$ cat src/srrb_pkg.sv
`timescale 1ns / 1ps

package srrb_pkg;

   // Window geometry.
   localparam int WINDOW_DEPTH = 32;
   localparam int SLOT_W       = $clog2(WINDOW_DEPTH);
   localparam int PTR_W        = $clog2(WINDOW_DEPTH + 1);

   // Fixed field widths.
   localparam int SEQ_W  = 5;
   localparam int DATA_W = 64;
   localparam int KIND_W = 2;

   // Result kinds.
   localparam logic [KIND_W-1:0] KIND_ACK     = 2'd0;
   localparam logic [KIND_W-1:0] KIND_DELIVER = 2'd1;
   localparam logic [KIND_W-1:0] KIND_NEW_ACK = 2'd2;
   localparam logic [KIND_W-1:0] KIND_DUP_ACK = 2'd3;

   // One result word.
   typedef struct packed {
      logic [KIND_W-1:0] kind;
      logic [SEQ_W-1:0]  ack_seq;
      logic [DATA_W-1:0] delivered;
      logic              last;
   } rsp_type;

   // Write port of the payload store.
   typedef struct packed {
      logic              en;
      logic [SLOT_W-1:0] addr;
      logic [DATA_W-1:0] data;
   } ram_wr_type;

endpackage

$ cat src/srrb_payload_ram.sv
`timescale 1ns / 1ps

module srrb_payload_ram (
   input  logic                        clock,
   input  srrb_pkg::ram_wr_type        wr,
   input  logic [srrb_pkg::SLOT_W-1:0] rd_addr,
   output logic [srrb_pkg::DATA_W-1:0] rd_data
);

   logic [srrb_pkg::DATA_W-1:0] mem_ff [srrb_pkg::WINDOW_DEPTH];
   logic [srrb_pkg::DATA_W-1:0] rd_data_ff;

   // Single write port.
   always_ff @(posedge clock) begin
      if (wr.en) begin
         mem_ff[wr.addr] <= wr.data;
      end
   end

   // Registered read; the data follows the address in the next cycle.
   always_ff @(posedge clock) begin
      rd_data_ff <= mem_ff[rd_addr];
   end

   assign rd_data = rd_data_ff;

endmodule

$ cat src/srrb_rsp_reg.sv
`timescale 1ns / 1ps

module srrb_rsp_reg (
   input  logic              clock,
   input  logic              reset,
   input  logic              load,
   input  srrb_pkg::rsp_type load_data,
   output logic              free,
   input  logic              rsp_ready,
   output logic              rsp_valid,
   output srrb_pkg::rsp_type rsp_data
);

   logic              valid_ff;
   logic              valid_in;
   srrb_pkg::rsp_type data_ff;

   // The register can take a new word when empty or when its word leaves now.
   assign free = !valid_ff || rsp_ready;

   always_comb begin
      valid_in = valid_ff;
      if (load) begin
         valid_in = 1'b1;
      end else if (rsp_ready) begin
         valid_in = 1'b0;
      end
   end

   always_ff @(posedge clock) begin
      if (reset) begin
         valid_ff <= 1'b0;
      end else begin
         valid_ff <= valid_in;
      end
   end

   always_ff @(posedge clock) begin
      if (load) begin
         data_ff <= load_data;
      end
   end

   assign rsp_valid = valid_ff;
   assign rsp_data  = data_ff;

endmodule

$ cat src/selective_repeat_receive_buffer.sv
`timescale 1ns / 1ps
// A packet is taken only while the sequencer is idle; its first result word is loaded into
// the output register from ST_FIRST. A packet with a bad checksum gets no result word. After
// a store that lets the delivery pointer move, ST_READ reads the payload memory and ST_DELIVER
// releases n payloads, one per cycle while rsp_ready takes each word; a held word stalls it.
// Reset (synchronous, active high) clears the filled and acked marks and the delivery
// pointer at once; the payload memory is not cleared and needs no clearing pass.
module selective_repeat_receive_buffer (
   input  logic                                clock,
   input  logic                                reset,
   input  logic                                req_valid,
   output logic                                req_ready,
   input  logic                                req_checksum_ok,
   input  logic                                req_is_ack,
   input  logic [srrb_pkg::SEQ_W-1:0]          req_seq_number,
   input  logic [srrb_pkg::SEQ_W-1:0]          req_acked_number,
   input  logic [srrb_pkg::DATA_W-1:0]         req_payload,
   output logic                                rsp_valid,
   input  logic                                rsp_ready,
   output logic [srrb_pkg::KIND_W-1:0]         rsp_kind,
   output logic [srrb_pkg::SEQ_W-1:0]          rsp_ack_seq,
   output logic [srrb_pkg::DATA_W-1:0]         rsp_delivered,
   output logic                                rsp_last
);

   localparam logic [1:0] ST_IDLE    = 2'd0;
   localparam logic [1:0] ST_FIRST   = 2'd1;
   localparam logic [1:0] ST_READ    = 2'd2;
   localparam logic [1:0] ST_DELIVER = 2'd3;

   logic [1:0] state_ff;
   logic [1:0] state_in;
   logic [srrb_pkg::PTR_W-1:0] ntd_ff;
   logic [srrb_pkg::PTR_W-1:0] ntd_in;
   logic [srrb_pkg::WINDOW_DEPTH-1:0] filled_ff;
   logic [srrb_pkg::WINDOW_DEPTH-1:0] filled_in;
   logic [srrb_pkg::WINDOW_DEPTH-1:0] seen_ff;
   logic [srrb_pkg::WINDOW_DEPTH-1:0] seen_in;

   // Latched packet.
   logic                        is_ack_ff;
   logic [srrb_pkg::SEQ_W-1:0]  seq_ff;
   logic [srrb_pkg::SEQ_W-1:0]  acked_ff;
   logic [srrb_pkg::DATA_W-1:0] payload_ff;

   logic                         accept;
   logic                         out_free;
   logic                         load;
   srrb_pkg::rsp_type            result;
   srrb_pkg::rsp_type            rsp_word;
   srrb_pkg::ram_wr_type         wr;
   logic [srrb_pkg::SLOT_W-1:0]  rd_addr;
   logic [srrb_pkg::DATA_W-1:0]  rd_data;

   logic [srrb_pkg::SLOT_W-1:0]  seq_idx;
   logic [srrb_pkg::SLOT_W-1:0]  acked_idx;
   logic [srrb_pkg::SLOT_W-1:0]  ntd_idx;
   logic [srrb_pkg::PTR_W-1:0]   ntd_nxt;
   logic [srrb_pkg::SLOT_W-1:0]  ntd_nxt_idx;
   logic                         ntd_open;
   logic                         ack_new;
   logic                         store;
   logic                         walk;
   logic                         more;

   assign req_ready = (state_ff == ST_IDLE);
   assign accept    = req_valid && req_ready;

   // Slot lookups for the latched packet and the delivery pointer.
   assign seq_idx     = srrb_pkg::SLOT_W'(seq_ff);
   assign acked_idx   = srrb_pkg::SLOT_W'(acked_ff);
   assign ntd_idx     = srrb_pkg::SLOT_W'(ntd_ff);
   assign ntd_nxt     = ntd_ff + srrb_pkg::PTR_W'(1);
   assign ntd_nxt_idx = srrb_pkg::SLOT_W'(ntd_nxt);
   assign ntd_open    = ntd_ff < srrb_pkg::PTR_W'(srrb_pkg::WINDOW_DEPTH);

   assign ack_new = (32'(acked_ff) < 32'(srrb_pkg::WINDOW_DEPTH)) && !seen_ff[acked_idx];
   assign store   = (32'(seq_ff) < 32'(srrb_pkg::WINDOW_DEPTH)) && !filled_ff[seq_idx];
   assign walk    = store && ntd_open && (filled_ff[ntd_idx] || (ntd_idx == seq_idx));
   assign more    = (ntd_nxt < srrb_pkg::PTR_W'(srrb_pkg::WINDOW_DEPTH))
                    && filled_ff[ntd_nxt_idx];

   // Sequencer: first word (ack or ack report), then the in-order release walk.
   always_comb begin
      state_in  = state_ff;
      ntd_in    = ntd_ff;
      filled_in = filled_ff;
      seen_in   = seen_ff;
      load      = 1'b0;
      result    = '0;
      wr        = '0;
      rd_addr   = ntd_idx;
      unique case (state_ff)
         ST_IDLE: begin
            if (accept && req_checksum_ok) begin
               state_in = ST_FIRST;
            end
         end
         ST_FIRST: begin
            if (out_free) begin
               load        = 1'b1;
               result.last = 1'b1;
               if (is_ack_ff) begin
                  result.kind    = ack_new ? srrb_pkg::KIND_NEW_ACK : srrb_pkg::KIND_DUP_ACK;
                  result.ack_seq = acked_ff;
                  if (ack_new) begin
                     seen_in[acked_idx] = 1'b1;
                  end
                  state_in = ST_IDLE;
               end else begin
                  result.kind    = srrb_pkg::KIND_ACK;
                  result.ack_seq = seq_ff;
                  result.last    = !walk;
                  if (store) begin
                     filled_in[seq_idx] = 1'b1;
                     wr.en   = 1'b1;
                     wr.addr = seq_idx;
                     wr.data = payload_ff;
                  end
                  state_in = walk ? ST_READ : ST_IDLE;
               end
            end
         end
         ST_READ: begin
            // The pointer's slot is read now, after the new payload is written.
            state_in = ST_DELIVER;
         end
         ST_DELIVER: begin
            if (out_free) begin
               load             = 1'b1;
               result.kind      = srrb_pkg::KIND_DELIVER;
               result.ack_seq   = srrb_pkg::SEQ_W'(ntd_ff);
               result.delivered = rd_data;
               result.last      = !more;
               ntd_in           = ntd_nxt;
               if (more) begin
                  rd_addr = ntd_nxt_idx;
               end
               state_in = more ? ST_DELIVER : ST_IDLE;
            end
         end
      endcase
   end

   // Control state.
   always_ff @(posedge clock) begin
      if (reset) begin
         state_ff  <= ST_IDLE;
         ntd_ff    <= '0;
         filled_ff <= '0;
         seen_ff   <= '0;
      end else begin
         state_ff  <= state_in;
         ntd_ff    <= ntd_in;
         filled_ff <= filled_in;
         seen_ff   <= seen_in;
      end
   end

   // Input word capture.
   always_ff @(posedge clock) begin
      if (accept) begin
         is_ack_ff  <= req_is_ack;
         seq_ff     <= req_seq_number;
         acked_ff   <= req_acked_number;
         payload_ff <= req_payload;
      end
   end

   srrb_payload_ram u_ram (
      .clock   (clock),
      .wr      (wr),
      .rd_addr (rd_addr),
      .rd_data (rd_data)
   );

   srrb_rsp_reg u_rsp (
      .clock     (clock),
      .reset     (reset),
      .load      (load),
      .load_data (result),
      .free      (out_free),
      .rsp_ready (rsp_ready),
      .rsp_valid (rsp_valid),
      .rsp_data  (rsp_word)
   );

   assign rsp_kind      = rsp_word.kind;
   assign rsp_ack_seq   = rsp_word.ack_seq;
   assign rsp_delivered = rsp_word.delivered;
   assign rsp_last      = rsp_word.last;

   // The delivery pointer never passes the window end.
   a_ptr_bound: assert property (@(posedge clock) disable iff (reset)
      ntd_ff <= srrb_pkg::PTR_W'(srrb_pkg::WINDOW_DEPTH))
      else $error("delivery pointer beyond window end");

   // The walk only visits filled slots inside the window.
   a_walk_filled: assert property (@(posedge clock) disable iff (reset)
      (state_ff == ST_DELIVER) |-> (ntd_open && filled_ff[ntd_idx]))
      else $error("release walk on an empty slot");

   // A good packet always moves on to its first result word.
   a_good_first: assert property (@(posedge clock) disable iff (reset)
      (accept && req_checksum_ok) |=> (state_ff == ST_FIRST))
      else $error("accepted packet lost");

   // A delivered word always advances the pointer by one.
   a_ptr_step: assert property (@(posedge clock) disable iff (reset)
      (load && result.kind == srrb_pkg::KIND_DELIVER) |=> (ntd_ff == $past(ntd_nxt)))
      else $error("pointer did not advance on delivery");

endmodule
$ cat config.mk
export PLATFORM = sky130hd
export DESIGN_NAME = selective_repeat_receive_buffer
export DESIGN_NICKNAME = d
export VERILOG_FILES = /design/src/srrb_pkg.sv /design/src/srrb_payload_ram.sv /design/src/srrb_rsp_reg.sv /design/src/selective_repeat_receive_buffer.sv
export SDC_FILE = /design/constraint.sdc
export NUM_CORES = 2
export LEC_CHECK = 0
export ABC_AREA = 1
export BUFFER_PORTS_ARGS = -buffer_cell sky130_fd_sc_hd__buf_2
export CAP_MARGIN = 5
export CORE_ASPECT_RATIO = 0.7
export CORE_MARGIN = 2
export CORE_UTILIZATION = 35
export DETAILED_ROUTE_END_ITERATION = 16
export REMOVE_ABC_BUFFERS = 1
export SLEW_MARGIN = 20
export SYNTH_ARGS = -nofsm -noshare
export SYNTH_HDL_FRONTEND = slang
export SYNTH_SLANG_ARGS = --single-unit
$ cat constraint.sdc
create_clock -name clock -period 9.7 [get_ports clock]
set_input_delay 0.97 -clock clock [delete_from_list [all_inputs] [get_ports clock]]
set_output_delay 0.97 -clock clock [all_outputs]
set_load 0.02 [all_outputs]
==> out/results.ini <==
[timing]
skew_ps=73.1
fin_setup_tns_ps=0
setup_viol=0
final_hold_viol_count=0
rsz0062_at_grt=false
period_share_pct=59.6
relSlewSlack_pct=0.258
drv_slew=0
worstMarginPinSlew_ps=1500
fmax_ghz=0.173
fin_crit_ps=5780
final.setup.worst_slack_ps=3920

[global_route]
grt.busiest_layer=met2
grt_pass1_wl_microns=390000
antenna_found_initial=6
grt_usage_pct=19.5
met2_usage_pct=29.8
overflow=0
grt_start_max_net_pins=231
grt_pass1_vias=57700
met1_usage_pct=28.8
met3_usage_pct=3.29

[cells_and_area]
final_area_sq_um=104000
fillers=24400
mostFrequentLayoutCells=2195 x edfxtp_1, 2186 x nand2_1, 2004 x nand3_1
antenna_cells=0
final_common_cell=edfxtp_1
final_nets=7868
drive_above_1_share_pct=9.10
areaGrowthSynthToFinish_pct=12.9
final_util_pct=39.8

[detailed_routing]
vias=61200
wl_per_cell_microns=23.5
via_per_inst=5.33
ant_nets=0
dr.pass1.iters=6
drc=0
drt_iter0_drc=9155
wl_microns=270000

[floorplanning]
ioPinCount=154
start_util_pct=35.3
die_h_microns=434
rows=157
die_x_microns=618
core-area_sq_um=262000
dieArea_sq_um=268000

[clocking]
clkSlewWorstSetupHoldPaths_ps=70
ctsResizeCount=0
cts_tree=yes
root_buffer=clkbuf_16
hold_buffers=0
cts_buffers=218
htreeDepth=4
cts.sinks=2332
postCtsSetupRepairBufs=0
clock_latency_ps=890
cts_buffer_depth=4

[critical_path]
reg2reg_from=ntd_ff[1]
worstPathRequired_ps=10450
rr_worst_depth=16
endpoint_kind=register
crit_fanout=162
startpoint_type=register
rr_endpoint=u_ram.rd_data[58]
startpoint=ntd_ff[1]
r2r_slack_ps=3920
crit_type=register to register
worst_ep_arrival_time_ps=6530

[place]
gp_congestion=0.858
place_ws_ps=4170
port_buffers=153
dpl.hpwl_microns=131000
place_area_sq_um=97000

[pwr]
p_per_area_nw_per_um2=192
total_power_mw=20.0
power.leakage_nw=36.0
ir_worst_vdd_mv=0.162

[min_path]
hold_path_depth=1
hp-start=req_payload[56]
hold-path-endpoint=payload_ff[56]
hold_class=primary input to register

[logic_synthesis]
synthXorXnorAreaFrac_pct=0.0650
netlist_instances=7720
syn_area_sq_um=92300
synth_mux_area_share_pct=0
ys_seq_elements=2332
yosysUniqueCellTypes=38
avgSynthCellArea_sq_um=12.0
synth_top_family_by_area=simple AND/OR/NAND/NOR gates
synth-compound-area-share_pct=0.873
synth_fa_ha_area_share_pct=0.0135
ys_seq_area_share_pct=74.4
synthSimpleGateAreaFrac_pct=21.1
yosysWarnings=0

[job]
cap_violations=0

[run_status]
status=finished clean

## how the worst max path moves through the flow
stage | endpoint | slack [ps]
floorplan | u_ram.rd_data[54] | -5740
global placement | u_ram.rd_data[11] | 4150
detailed placement | u_ram.rd_data[11] | 4170
CTS | u_ram.rd_data[11] | 4180
global route | u_ram.rd_data[58] | 3760
finish | u_ram.rd_data[58] | 3920
## metal layers
layer | vias up | part of all wire, %
met5 | - | 0.012
li1 | 27300 | -
met1 | 30300 | 43
met3 | 440 | 9.6
met2 | 3040 | 44
met4 | 6 | 2.5
## synthesized netlist by cell type
| master | count | area share (%) |
|---|---|---|
| o31ai_1 | 1 | 0.0081 |
| nand3_1 | 2005 | 11 |
| edfxtp_1 | 2195 | 71 |
| buf_6 | 6 | 0.073 |
| a31oi_1 | 3 | 0.020 |
| nand3_2 | 3 | 0.033 |
| a22oi_1 | 4 | 0.033 |
| xor2_1 | 3 | 0.028 |
| nand2_1 | 2187 | 8.9 |
| nor3b_1 | 1 | 0.0081 |
| clkinv_1 | 3 | 0.012 |
| nand4_2 | 1 | 0.014 |
| dfxtp_1 | 137 | 3.0 |
| xnor2_1 | 2 | 0.019 |
| clkbuf_1 | 124 | 0.50 |
| inv_2 | 7 | 0.028 |
| o41ai_1 | 1 | 0.0095 |
| buf_4 | 17 | 0.14 |
| o21bai_1 | 2 | 0.016 |
| a221oi_1 | 2 | 0.019 |
| xnor2_2 | 1 | 0.018 |
| nor2_2 | 2 | 0.014 |
| nand3b_1 | 6 | 0.049 |
| nor3_1 | 47 | 0.25 |
| o221ai_1 | 10 | 0.095 |
| inv_1 | 262 | 1.1 |
| o22ai_1 | 25 | 0.17 |
| nand4_1 | 7 | 0.047 |
| nor2_1 | 223 | 0.91 |
| o21ai_1 | 1 | 0.0054 |
| nand2_2 | 4 | 0.027 |
| o21ai_0 | 35 | 0.19 |
| buf_2 | 293 | 1.6 |
| a21oi_1 | 52 | 0.28 |
| o21ai_2 | 1 | 0.0095 |
| buf_1 | 44 | 0.18 |
| ha_1 | 1 | 0.014 |
| o211ai_1 | 2 | 0.016 |
## cell type report
type	instances	area (sq um)	share of cell area [%]
inverters	272	1050	1.01
multi-input cells	4632	20700	19.9
clock inverters	103	990	0.950
repair buffers	331	2340	2.25
well taps	3498	4380	4.20
flip-flops and latches	2332	68700	65.9
clock buffers	299	6100	5.86
## sequential cells by signal, summed over array words and instances (netlist names)
signal	cells
payload_ff	64
u_ram.mem_ff	2048
seq_ff	5
seen_ff	32
ntd_ff	6
u_rsp.rsp_valid	1
acked_ff	5
state_ff	2
u_ram.rd_data	64
is_ack_ff	1
filled_ff	32
u_rsp.rsp_data	72
## kinds of logic after synthesis
kind of cell             Yosys count
XOR/XNOR                           6
adder cells (fa/ha/maj)            1
flip-flops                      2332
buffers and inverters            756
AO/OA/AOI/OAI                    139
AND/OR/NAND/NOR                 4486
## report_power, final
part / switching [mW] / internal, mW
Clock: 3.79 / 4.86
Combinational: 0.254 / 0.0666
Sequential: 0.0252 / 11.0
Total: 4.07 / 15.9
## worst max-delay path, cell delays in order (launching register included)
cell      delay (ps)
dfxtp_1          760
ha_1             510
clkinv_1         410
nand3_1          190
nand3_1          110
nand3_1          160
nand3_2          150
nand4_1          160
nand2_1          140
nand2_8          570
clkinv_8         740
buf_12           670
nand3_1          190
nand3_1          180
nand3_1          190
nand3_1          100
nand2_1          140
## metrics by stage
stage               hold slack [ps]  cells
CTS                             201  11500
finish                          263  11500
global placement                443  11100
detailed placement              449  11100
floorplan                       429   7236
global route                    231  11500
(Power assumes the default switching activity.)
